**src/sv/uqsd_pkg.sv**
```systemverilog
// ----------------------------------------------------------------------------
// uqsd_pkg
// Shared types, character codes and helpers for the url query string decoder.
// ----------------------------------------------------------------------------
package uqsd_pkg;

   localparam int QUEUE_DEPTH = 4;
   localparam int MAX_RES     = 4;

   localparam logic [7:0] CH_PLUS  = 8'h2B;
   localparam logic [7:0] CH_PCT   = 8'h25;
   localparam logic [7:0] CH_AMP   = 8'h26;
   localparam logic [7:0] CH_EQ    = 8'h3D;
   localparam logic [7:0] CH_QM    = 8'h3F;
   localparam logic [7:0] CH_SPACE = 8'h20;
   localparam logic [7:0] HEX_NONE = 8'hFF;

   typedef enum logic [2:0] {
      KIND_PATH     = 3'd0,
      KIND_PATH_END = 3'd1,
      KIND_NAME     = 3'd2,
      KIND_VALUE    = 3'd3,
      KIND_PAIR_END = 3'd4
   } kind_type;

   typedef enum logic [1:0] {
      ESC_NONE  = 2'd0,
      ESC_PCT   = 2'd1,
      ESC_DIGIT = 2'd2
   } esc_type;

   // results caused by one accepted word
   typedef struct packed {
      logic [2:0]             cnt;
      logic                   done;
      kind_type [MAX_RES-1:0] kind;
      logic [MAX_RES-1:0][7:0] data;
   } bundle_type;

   function automatic logic [7:0] hex_of(input logic [7:0] c);
      logic [7:0] r;
      begin
         r = HEX_NONE;
         if (c >= 8'h30 && c <= 8'h39) begin
            r = c - 8'h30;
         end else if (c >= 8'h61 && c <= 8'h66) begin
            r = c - 8'h57;
         end else if (c >= 8'h41 && c <= 8'h46) begin
            r = c - 8'h37;
         end
         return r;
      end
   endfunction

   function automatic bundle_type add_res(input bundle_type b, input kind_type k,
                                          input logic [7:0] d);
      bundle_type r;
      begin
         r = b;
         if (b.cnt < 3'(MAX_RES)) begin
            r.kind[b.cnt[1:0]] = k;
            r.data[b.cnt[1:0]] = d;
            r.cnt = b.cnt + 3'd1;
         end
         return r;
      end
   endfunction

endpackage

```
**src/sv/uqsd_front.sv**
```systemverilog
// ----------------------------------------------------------------------------
// uqsd_front
// Parses each uri byte and turns it into a bundle of up to four results.
// ----------------------------------------------------------------------------
module uqsd_front (
   input  logic                  clock,
   input  logic                  reset,
   input  logic                  accept,
   input  logic [7:0]            uri_byte,
   input  logic                  final_byte,
   output logic                  push,
   output uqsd_pkg::bundle_type  bundle
);

   logic                  in_query_ff, in_query_in;
   logic                  pair_open_ff, pair_open_in;
   logic                  in_value_ff, in_value_in;
   uqsd_pkg::esc_type     esc_ff, esc_in;
   logic [7:0]            held_ff, held_in;
   uqsd_pkg::bundle_type  res;
   uqsd_pkg::kind_type    fk;
   logic [7:0]            h;
   logic [7:0]            hh;

   always_comb begin
      res          = '0;
      in_query_in  = in_query_ff;
      pair_open_in = pair_open_ff;
      in_value_in  = in_value_ff;
      esc_in       = esc_ff;
      held_in      = held_ff;
      h            = uqsd_pkg::hex_of(uri_byte);
      hh           = uqsd_pkg::hex_of(held_ff);
      fk           = in_value_ff ? uqsd_pkg::KIND_VALUE : uqsd_pkg::KIND_NAME;

      if (!in_query_ff) begin
         if (uri_byte == uqsd_pkg::CH_QM) begin
            res = uqsd_pkg::add_res(res, uqsd_pkg::KIND_PATH_END, 8'd0);
            in_query_in = 1'b1;
         end else begin
            res = uqsd_pkg::add_res(res, uqsd_pkg::KIND_PATH, uri_byte);
            if (final_byte) begin
               res = uqsd_pkg::add_res(res, uqsd_pkg::KIND_PATH_END, 8'd0);
            end
         end
      end else if (uri_byte == uqsd_pkg::CH_AMP) begin
         if (esc_ff == uqsd_pkg::ESC_PCT || esc_ff == uqsd_pkg::ESC_DIGIT) begin
            res = uqsd_pkg::add_res(res, fk, uqsd_pkg::CH_PCT);
         end
         if (esc_ff == uqsd_pkg::ESC_DIGIT) begin
            res = uqsd_pkg::add_res(res, fk, held_ff);
         end
         esc_in  = uqsd_pkg::ESC_NONE;
         held_in = 8'd0;
         res = uqsd_pkg::add_res(res, uqsd_pkg::KIND_PAIR_END, 8'd0);
         pair_open_in = 1'b0;
         in_value_in  = 1'b0;
      end else if (uri_byte == uqsd_pkg::CH_EQ && !in_value_ff) begin
         if (esc_ff == uqsd_pkg::ESC_PCT || esc_ff == uqsd_pkg::ESC_DIGIT) begin
            res = uqsd_pkg::add_res(res, fk, uqsd_pkg::CH_PCT);
         end
         if (esc_ff == uqsd_pkg::ESC_DIGIT) begin
            res = uqsd_pkg::add_res(res, fk, held_ff);
         end
         esc_in       = uqsd_pkg::ESC_NONE;
         held_in      = 8'd0;
         in_value_in  = 1'b1;
         pair_open_in = 1'b1;
      end else begin
         pair_open_in = 1'b1;
         if (esc_ff == uqsd_pkg::ESC_PCT && h != uqsd_pkg::HEX_NONE) begin
            held_in = uri_byte;
            esc_in  = uqsd_pkg::ESC_DIGIT;
         end else if (esc_ff == uqsd_pkg::ESC_DIGIT && h != uqsd_pkg::HEX_NONE) begin
            res     = uqsd_pkg::add_res(res, fk, {hh[3:0], h[3:0]});
            esc_in  = uqsd_pkg::ESC_NONE;
            held_in = 8'd0;
         end else begin
            // broken escape goes out raw, then the byte is handled anew
            if (esc_ff == uqsd_pkg::ESC_PCT || esc_ff == uqsd_pkg::ESC_DIGIT) begin
               res = uqsd_pkg::add_res(res, fk, uqsd_pkg::CH_PCT);
            end
            if (esc_ff == uqsd_pkg::ESC_DIGIT) begin
               res = uqsd_pkg::add_res(res, fk, held_ff);
            end
            esc_in  = uqsd_pkg::ESC_NONE;
            held_in = 8'd0;
            if (uri_byte == uqsd_pkg::CH_PCT) begin
               esc_in = uqsd_pkg::ESC_PCT;
            end else if (uri_byte == uqsd_pkg::CH_PLUS) begin
               res = uqsd_pkg::add_res(res, fk, uqsd_pkg::CH_SPACE);
            end else begin
               res = uqsd_pkg::add_res(res, fk, uri_byte);
            end
         end
      end

      if (final_byte) begin
         if (in_query_in && pair_open_in) begin
            fk = in_value_in ? uqsd_pkg::KIND_VALUE : uqsd_pkg::KIND_NAME;
            if (esc_in == uqsd_pkg::ESC_PCT || esc_in == uqsd_pkg::ESC_DIGIT) begin
               res = uqsd_pkg::add_res(res, fk, uqsd_pkg::CH_PCT);
            end
            if (esc_in == uqsd_pkg::ESC_DIGIT) begin
               res = uqsd_pkg::add_res(res, fk, held_in);
            end
            res = uqsd_pkg::add_res(res, uqsd_pkg::KIND_PAIR_END, 8'd0);
         end
         in_query_in  = 1'b0;
         pair_open_in = 1'b0;
         in_value_in  = 1'b0;
         esc_in       = uqsd_pkg::ESC_NONE;
         held_in      = 8'd0;
      end
      res.done = final_byte;
   end

   assign bundle = res;
   assign push   = accept && (res.cnt != 3'd0);

   always_ff @(posedge clock) begin
      if (reset) begin
         in_query_ff  <= 1'b0;
         pair_open_ff <= 1'b0;
         in_value_ff  <= 1'b0;
         esc_ff       <= uqsd_pkg::ESC_NONE;
         held_ff      <= 8'd0;
      end else if (accept) begin
         in_query_ff  <= in_query_in;
         pair_open_ff <= pair_open_in;
         in_value_ff  <= in_value_in;
         esc_ff       <= esc_in;
         held_ff      <= held_in;
      end
   end

endmodule

```
**src/sv/uqsd_queue.sv**
```systemverilog
// ----------------------------------------------------------------------------
// uqsd_queue
// Small first-in first-out queue of result bundles between front and back.
// ----------------------------------------------------------------------------
module uqsd_queue #(
   parameter int Depth = uqsd_pkg::QUEUE_DEPTH
) (
   input  logic                  clock,
   input  logic                  reset,
   input  logic                  push,
   input  uqsd_pkg::bundle_type  wr_bundle,
   input  logic                  pop,
   output uqsd_pkg::bundle_type  rd_bundle,
   output logic                  empty,
   output logic                  full
);

   localparam int PtrW = (Depth > 1) ? $clog2(Depth) : 1;
   localparam int CntW = $clog2(Depth + 1);

   uqsd_pkg::bundle_type mem [Depth];
   logic [PtrW-1:0] wr_ptr_ff, wr_ptr_in;
   logic [PtrW-1:0] rd_ptr_ff, rd_ptr_in;
   logic [CntW-1:0] level_ff, level_in;

   function automatic logic [PtrW-1:0] next_ptr(input logic [PtrW-1:0] p);
      return (p == PtrW'(Depth - 1)) ? '0 : p + PtrW'(1);
   endfunction

   always_comb begin
      wr_ptr_in = push ? next_ptr(wr_ptr_ff) : wr_ptr_ff;
      rd_ptr_in = pop ? next_ptr(rd_ptr_ff) : rd_ptr_ff;
      level_in  = level_ff;
      if (push && !pop) begin
         level_in = level_ff + CntW'(1);
      end else if (pop && !push) begin
         level_in = level_ff - CntW'(1);
      end
   end

   assign empty     = (level_ff == '0);
   assign full      = (level_ff == CntW'(Depth));
   assign rd_bundle = mem[rd_ptr_ff];

   always_ff @(posedge clock) begin
      if (push) begin
         mem[wr_ptr_ff] <= wr_bundle;
      end
   end

   always_ff @(posedge clock) begin
      if (reset) begin
         wr_ptr_ff <= '0;
         rd_ptr_ff <= '0;
         level_ff  <= '0;
      end else begin
         wr_ptr_ff <= wr_ptr_in;
         rd_ptr_ff <= rd_ptr_in;
         level_ff  <= level_in;
      end
   end

endmodule

```
**src/sv/uqsd_back.sv**
```systemverilog
// ----------------------------------------------------------------------------
// uqsd_back
// Walks through the head bundle and sends its results one word per cycle while rsp_tready is high.
// ----------------------------------------------------------------------------
module uqsd_back (
   input  logic                  clock,
   input  logic                  reset,
   input  logic                  q_empty,
   input  uqsd_pkg::bundle_type  q_bundle,
   output logic                  pop,
   output logic                  rsp_tvalid,
   input  logic                  rsp_tready,
   output logic [7:0]            rsp_tdata,
   output logic                  rsp_tlast,
   output logic [2:0]            rsp_tuser
);

   logic                valid_ff, valid_in;
   logic [1:0]          idx_ff, idx_in;
   logic [7:0]          data_ff, data_in;
   logic                last_ff, last_in;
   uqsd_pkg::kind_type  kind_ff, kind_in;
   logic                load;
   logic                bundle_end;

   assign load       = !valid_ff || rsp_tready;
   assign bundle_end = ({1'b0, idx_ff} + 3'd1) == q_bundle.cnt;
   assign pop        = load && !q_empty && bundle_end;

   always_comb begin
      valid_in = valid_ff;
      idx_in   = idx_ff;
      data_in  = data_ff;
      last_in  = last_ff;
      kind_in  = kind_ff;
      if (load) begin
         valid_in = !q_empty;
         if (!q_empty) begin
            kind_in = q_bundle.kind[idx_ff];
            data_in = q_bundle.data[idx_ff];
            // uri_done rides on the last result of the final byte
            last_in = bundle_end && q_bundle.done;
            idx_in  = bundle_end ? 2'd0 : idx_ff + 2'd1;
         end
      end
   end

   always_ff @(posedge clock) begin
      if (reset) begin
         valid_ff <= 1'b0;
         idx_ff   <= 2'd0;
      end else begin
         valid_ff <= valid_in;
         idx_ff   <= idx_in;
      end
   end

   always_ff @(posedge clock) begin
      data_ff <= data_in;
      last_ff <= last_in;
      kind_ff <= kind_in;
   end

   assign rsp_tvalid = valid_ff;
   assign rsp_tdata  = data_ff;
   assign rsp_tlast  = last_ff;
   assign rsp_tuser  = kind_ff;

endmodule

```
**src/sv/url_query_string_decoder.sv**
```systemverilog
// ----------------------------------------------------------------------------
// url_query_string_decoder
// Splits a request uri into path bytes, query names and values, percent decoded.
// ----------------------------------------------------------------------------
// the results of a byte pass through the bundle queue and then the output register.
// a byte is accepted every cycle while the bundle queue has room.
// results leave one word per cycle from the output register while rsp_tready is
// high, so once the queue fills the input runs at the pace of the results (one to
// four for a byte that has any), and a byte with no result never enters the queue.
// reset clears the parse state, the queue and the output valid flag at once.
// ----------------------------------------------------------------------------
module url_query_string_decoder #(
   parameter int QueueDepth = uqsd_pkg::QUEUE_DEPTH
) (
   input  logic       clock,
   input  logic       reset,
   input  logic       req_tvalid,
   output logic       req_tready,
   input  logic [7:0] req_tdata,   // [7:0] uri_byte
   input  logic       req_tlast,   // final_byte
   output logic       rsp_tvalid,
   input  logic       rsp_tready,
   output logic [7:0] rsp_tdata,   // [7:0] data
   output logic       rsp_tlast,   // uri_done
   output logic [2:0] rsp_tuser    // [2:0] kind
);

   logic                 accept;
   logic                 push;
   logic                 pop;
   logic                 q_empty;
   logic                 q_full;
   uqsd_pkg::bundle_type wr_bundle;
   uqsd_pkg::bundle_type rd_bundle;

   assign req_tready = !q_full;
   assign accept     = req_tvalid && req_tready;

   uqsd_front u_front (
      .clock      (clock),
      .reset      (reset),
      .accept     (accept),
      .uri_byte   (req_tdata),
      .final_byte (req_tlast),
      .push       (push),
      .bundle     (wr_bundle)
   );

   uqsd_queue #(
      .Depth (QueueDepth)
   ) u_queue (
      .clock     (clock),
      .reset     (reset),
      .push      (push),
      .wr_bundle (wr_bundle),
      .pop       (pop),
      .rd_bundle (rd_bundle),
      .empty     (q_empty),
      .full      (q_full)
   );

   uqsd_back u_back (
      .clock      (clock),
      .reset      (reset),
      .q_empty    (q_empty),
      .q_bundle   (rd_bundle),
      .pop        (pop),
      .rsp_tvalid (rsp_tvalid),
      .rsp_tready (rsp_tready),
      .rsp_tdata  (rsp_tdata),
      .rsp_tlast  (rsp_tlast),
      .rsp_tuser  (rsp_tuser)
   );

   a_no_push_full: assert property (@(posedge clock) disable iff (reset)
      push |-> !q_full)
      else $error("bundle pushed into full queue");

   a_no_pop_empty: assert property (@(posedge clock) disable iff (reset)
      pop |-> !q_empty)
      else $error("bundle popped from empty queue");

   a_bundle_count: assert property (@(posedge clock) disable iff (reset)
      !q_empty |-> (rd_bundle.cnt != 3'd0 && rd_bundle.cnt <= 3'd4))
      else $error("queued bundle has bad result count");

   a_final_word: assert property (@(posedge clock) disable iff (reset)
      (accept && req_tlast) |-> push)
      else $error("final byte produced no result");

endmodule

```
**config.mk**
```make
export PLATFORM = sky130hd
export DESIGN_NAME = url_query_string_decoder
export DESIGN_NICKNAME = d
export VERILOG_FILES = /design/src/sv/uqsd_pkg.sv /design/src/sv/uqsd_front.sv /design/src/sv/uqsd_queue.sv /design/src/sv/uqsd_back.sv /design/src/sv/url_query_string_decoder.sv
export SDC_FILE = /design/constraint.sdc
export NUM_CORES = 1
export LEC_CHECK = 0
export BUFFER_PORTS_ARGS = -buffer_cell sky130_fd_sc_hd__buf_2
export CORE_MARGIN = 1.5
export CORE_UTILIZATION = 43
export CTS_CLUSTER_SIZE = 10
export DETAILED_ROUTE_END_ITERATION = 7
export PLACE_DENSITY = 0.71
export SYNTH_ARGS = -nofsm -noshare
export SYNTH_HDL_FRONTEND = slang
export SYNTH_SLANG_ARGS = --single-unit
```
**constraint.sdc**
```tcl
create_clock -name clock -period 8.5 [get_ports clock]
set_clock_uncertainty 0.15 [all_clocks]
set_input_delay 2.55 -clock clock [delete_from_list [all_inputs] [get_ports clock]]
set_output_delay 2.55 -clock clock [all_outputs]
set_load 0.1 [all_outputs]
```
==> impl_metrics.toml <==
[run_status]
status = "finished, final reports clean"

[clocking]
clk_pin_slew_ps = 50
h-tree-depth = 1
clockBufferDepth = 3
cts_resized = 0
postCtsSetupRepairBufs = 0
cts_hold_buffers = 0
worstSkewPairLatency_ps = 530
root_buffer = "clkbuf_16"
clock-sinks = 229
cts_tree = "yes"
numCtsBuffers = 27

[die]
initial_core_util_pct = 43.93
core_um2 = 26060
die_h_um = 166.2
die_w_um = 166.2
pin_count = 27
die_area_um2 = 27610
rows = 59

[routing]
dr.pass1.iters = 5
routed_wl_um = 27870
wire_per_inst_um = 22.44
antenna_left = 0
vias = 7671
remaining_drc_errors = 0
vias_per_cell = 6.176
first_iter_violations = 805

[worst_setup_path]
slowest_delay_ps = 610
endpoint_kind = "register"
critPathArrivalTime_ps = 8340
reg2reg_depth = 25
worst-path-max-fanout = 7
critPathLaunchType = "input port"
cp_slowest_cell = "nor4_1"
required_ps = 8800
critPathKind = "input port to register"

[sta]
setup_tns_ps = 0
whs_ps = 324.5
final_hold_viol_count = 0
worst_slew_pin_slew_ps = 958.5
max_freq_mhz = 124.3
drv_slew = 0
relSlewSlack_pct = 36.10
rsz0062_at_grt = "no"
finalSetupViolations = 0
min_period_ps = 8042
min_period_over_period_pct = 94.61

[final_layout]
final_nets = 944
syn2layout_area_growth_pct = 13.99
drive_above_1_share_pct = 22.93
fillers = 2228
num_antenna_cells = 0

[min_path]
min_path_cells = 2
hold_class = "register to register"

[yosys]
synth-seq-cells = 229
synth-seq-area-share_pct = 57.89
yosys.cell_types.count = 82
synthCells = 834
synthArstFlopShare_pct = 0
synth_top_cell_by_area = "edfxtp_1"
synth_top_cell_area_share_pct = 53.51
synth-edff-count = 204
syn_avg_cell_area_um2 = 13.73
ys.warnings.count = 0
synth_area_leaders = "edfxtp_1 (54%), mux4_2 (12%), dfxtp_1 (4.4%), ha_1 (3.7%), a21oi_1 (1.8%)"
synth_flop_cell = "edfxtp_1"
syn_nets = 882
syn_area_um2 = 11450

[global_routing]
grt_pass1_vias = 7630
globalRouteMet3Util_pct = 3.337
antenna_found_initial = 0
busiest_layer = "met2"
grt_pass1_wl_um = 43580
met1_usage_pct = 27.55
grt_use_met2_pct = 32.07
grtUsageTotal_pct = 20.11
overflow = 0
grt_start_max_net_pins = 49

[pwr]
irDropWorstVdd_mv = 0.1454
power.density_nw_per_um2 = 245.1
power.leakage_nw = 4.426

[run]
cap_violations = 0

[placed_design]
gp_congestion = 1.005
io_buffers = 26
dp_hpwl_um = 19640
==> report_power, final <==
group,total [mW],leakage [nW],switching (mW),internal (mW)
clock,0.978,0.353,0.403,0.576
combinational,0.809,1.91,0.534,0.275
sequential,1.41,2.16,0.0419,1.37
==> per-stage QoR <==
| stage | instances | util, % | worst slack, ps | cell area, um^2 | total power, mW |
|---|---|---|---|---|---|
| 5_1_grt | 1242 | 50.07 | 47.65 | 13050 | 3.332 |
| 6_report | 1242 | 50.07 | 457.9 | 13050 | 3.199 |
| 4_1_cts | 1242 | 50.07 | 534.1 | 13050 | 3.244 |
| 3_3_place_gp | 1202 | 47.24 | 175.7 | 12310 | 2.248 |
| 2_1_floorplan | 834 | - | 33.70 | 11460 | 2.068 |
| 3_5_place_dp | 1202 | 47.24 | 33.35 | 12310 | 2.260 |
==> critical path, delay by kind of cell <==
kind / cells / cell delay [ps]
buffers and inverters: 6 / 790
AOI/OAI and AO/OA: 6 / 990
and+or+nand+nor: 10 / 2250
adders and majority gates: 5 / 1460
xor gates and xnor gates: 2 / 320
==> synth_stat cells, types with 7 or more instances <==
master,number
a21o_1,8
a21oi_1,42
nor2_1,53
a2bb2oi_1,7
nor2b_1,7
a31oi_1,8
inv_1,29
nand2b_1,7
nor3_1,12
o22ai_1,27
mux4_2,59
ha_1,34
dfxtp_1,25
o211ai_1,8
edfxtp_1,204
nand3_1,16
a22oi_1,12
o21ai_0,31
a211oi_1,7
and2_1,11
clkbuf_1,29
buf_1,8
nand2_1,53
==> final timing paths <==
| kind | from | endpoint | slack (ps) |
|---|---|---|---|
| worst max-delay path | req_tdata[0] | u_queue.level_ff[2]$_SDFFE_PP0P_ | 460 |
| worst min-delay path | u_back.rsp_tvalid$_SDFFE_PP0N_ | u_back.rsp_tvalid$_SDFFE_PP0N_ | 320 |
| worst max register to register | u_front.esc_ff[0]$_SDFFE_PP0P_ | u_queue.level_ff[2]$_SDFFE_PP0P_ | 2630 |
| worst min register to register | u_back.rsp_tvalid$_SDFFE_PP0N_ | u_back.rsp_tvalid$_SDFFE_PP0N_ | 320 |
==> layout by cell type, fill, tap and decap left out, types with 7 or more instances in the layout <==
cell type	count
clkbuf_1	10
nor3_1	12
a21oi_1	42
nor2b_1	7
buf_12	8
buf_2	26
a211oi_1	7
buf_4	45
a31oi_1	8
and2_1	7
ha_1	33
nor2_1	52
a22oi_1	12
nand2b_1	7
o22ai_1	27
a21o_1	8
o211ai_1	8
clkbuf_16	27
mux4_2	59
nand2_1	53
inv_1	29
o21ai_0	31
a2bb2oi_1	7
edfxtp_1	204
dfxtp_1	23
nand3_1	16
==> kinds of logic after synthesis <==
| family | count (synthesis) | synth area share [%] |
|---|---|---|
| flops | 229 | 57.89 |
| compound gates | 209 | 12.77 |
| simple gates | 209 | 9.575 |
| xor+xnor | 10 | 0.8308 |
| fa+ha+maj | 35 | 3.891 |
| buf+inv | 75 | 2.689 |
| mux | 67 | 12.36 |
==> sequential cells by signal (all words and copies together), names as in the netlist, named ones only <==
name / flops
u_queue.mem: 192
u_back.rsp_tdata: 8
u_front.held_ff: 8
u_back.rsp_tuser: 3
u_queue.level_ff: 3
u_back.idx_ff: 2
u_front.esc_ff: 2
u_queue.rd_ptr_ff: 2
u_queue.wr_ptr_ff: 2
u_back.rsp_tlast: 1
u_back.rsp_tvalid: 1
u_front.in_query_ff: 1
u_front.in_value_ff: 1
u_front.pair_open_ff: 1
==> area by class of cell <==
class | count | area, um^2 | share of cell area [%]
sequential | 229 | 6631 | 50.82
multi-input combinational | 530 | 4523 | 34.66
clock buffer | 37 | 713.2 | 5.466
timing repair buffer | 79 | 628.1 | 4.813
tap | 335 | 419.2 | 3.212
inverter | 29 | 108.9 | 0.8342
clock inverter | 3 | 25.02 | 0.1918
==> metal layers <==
metal	routed length [um]	share of wire, %
met5	0	0
met1	11850	43
met2	12910	46
met3	1955	7.0
met4	1161	4.2
(Power assumes the default switching activity.)
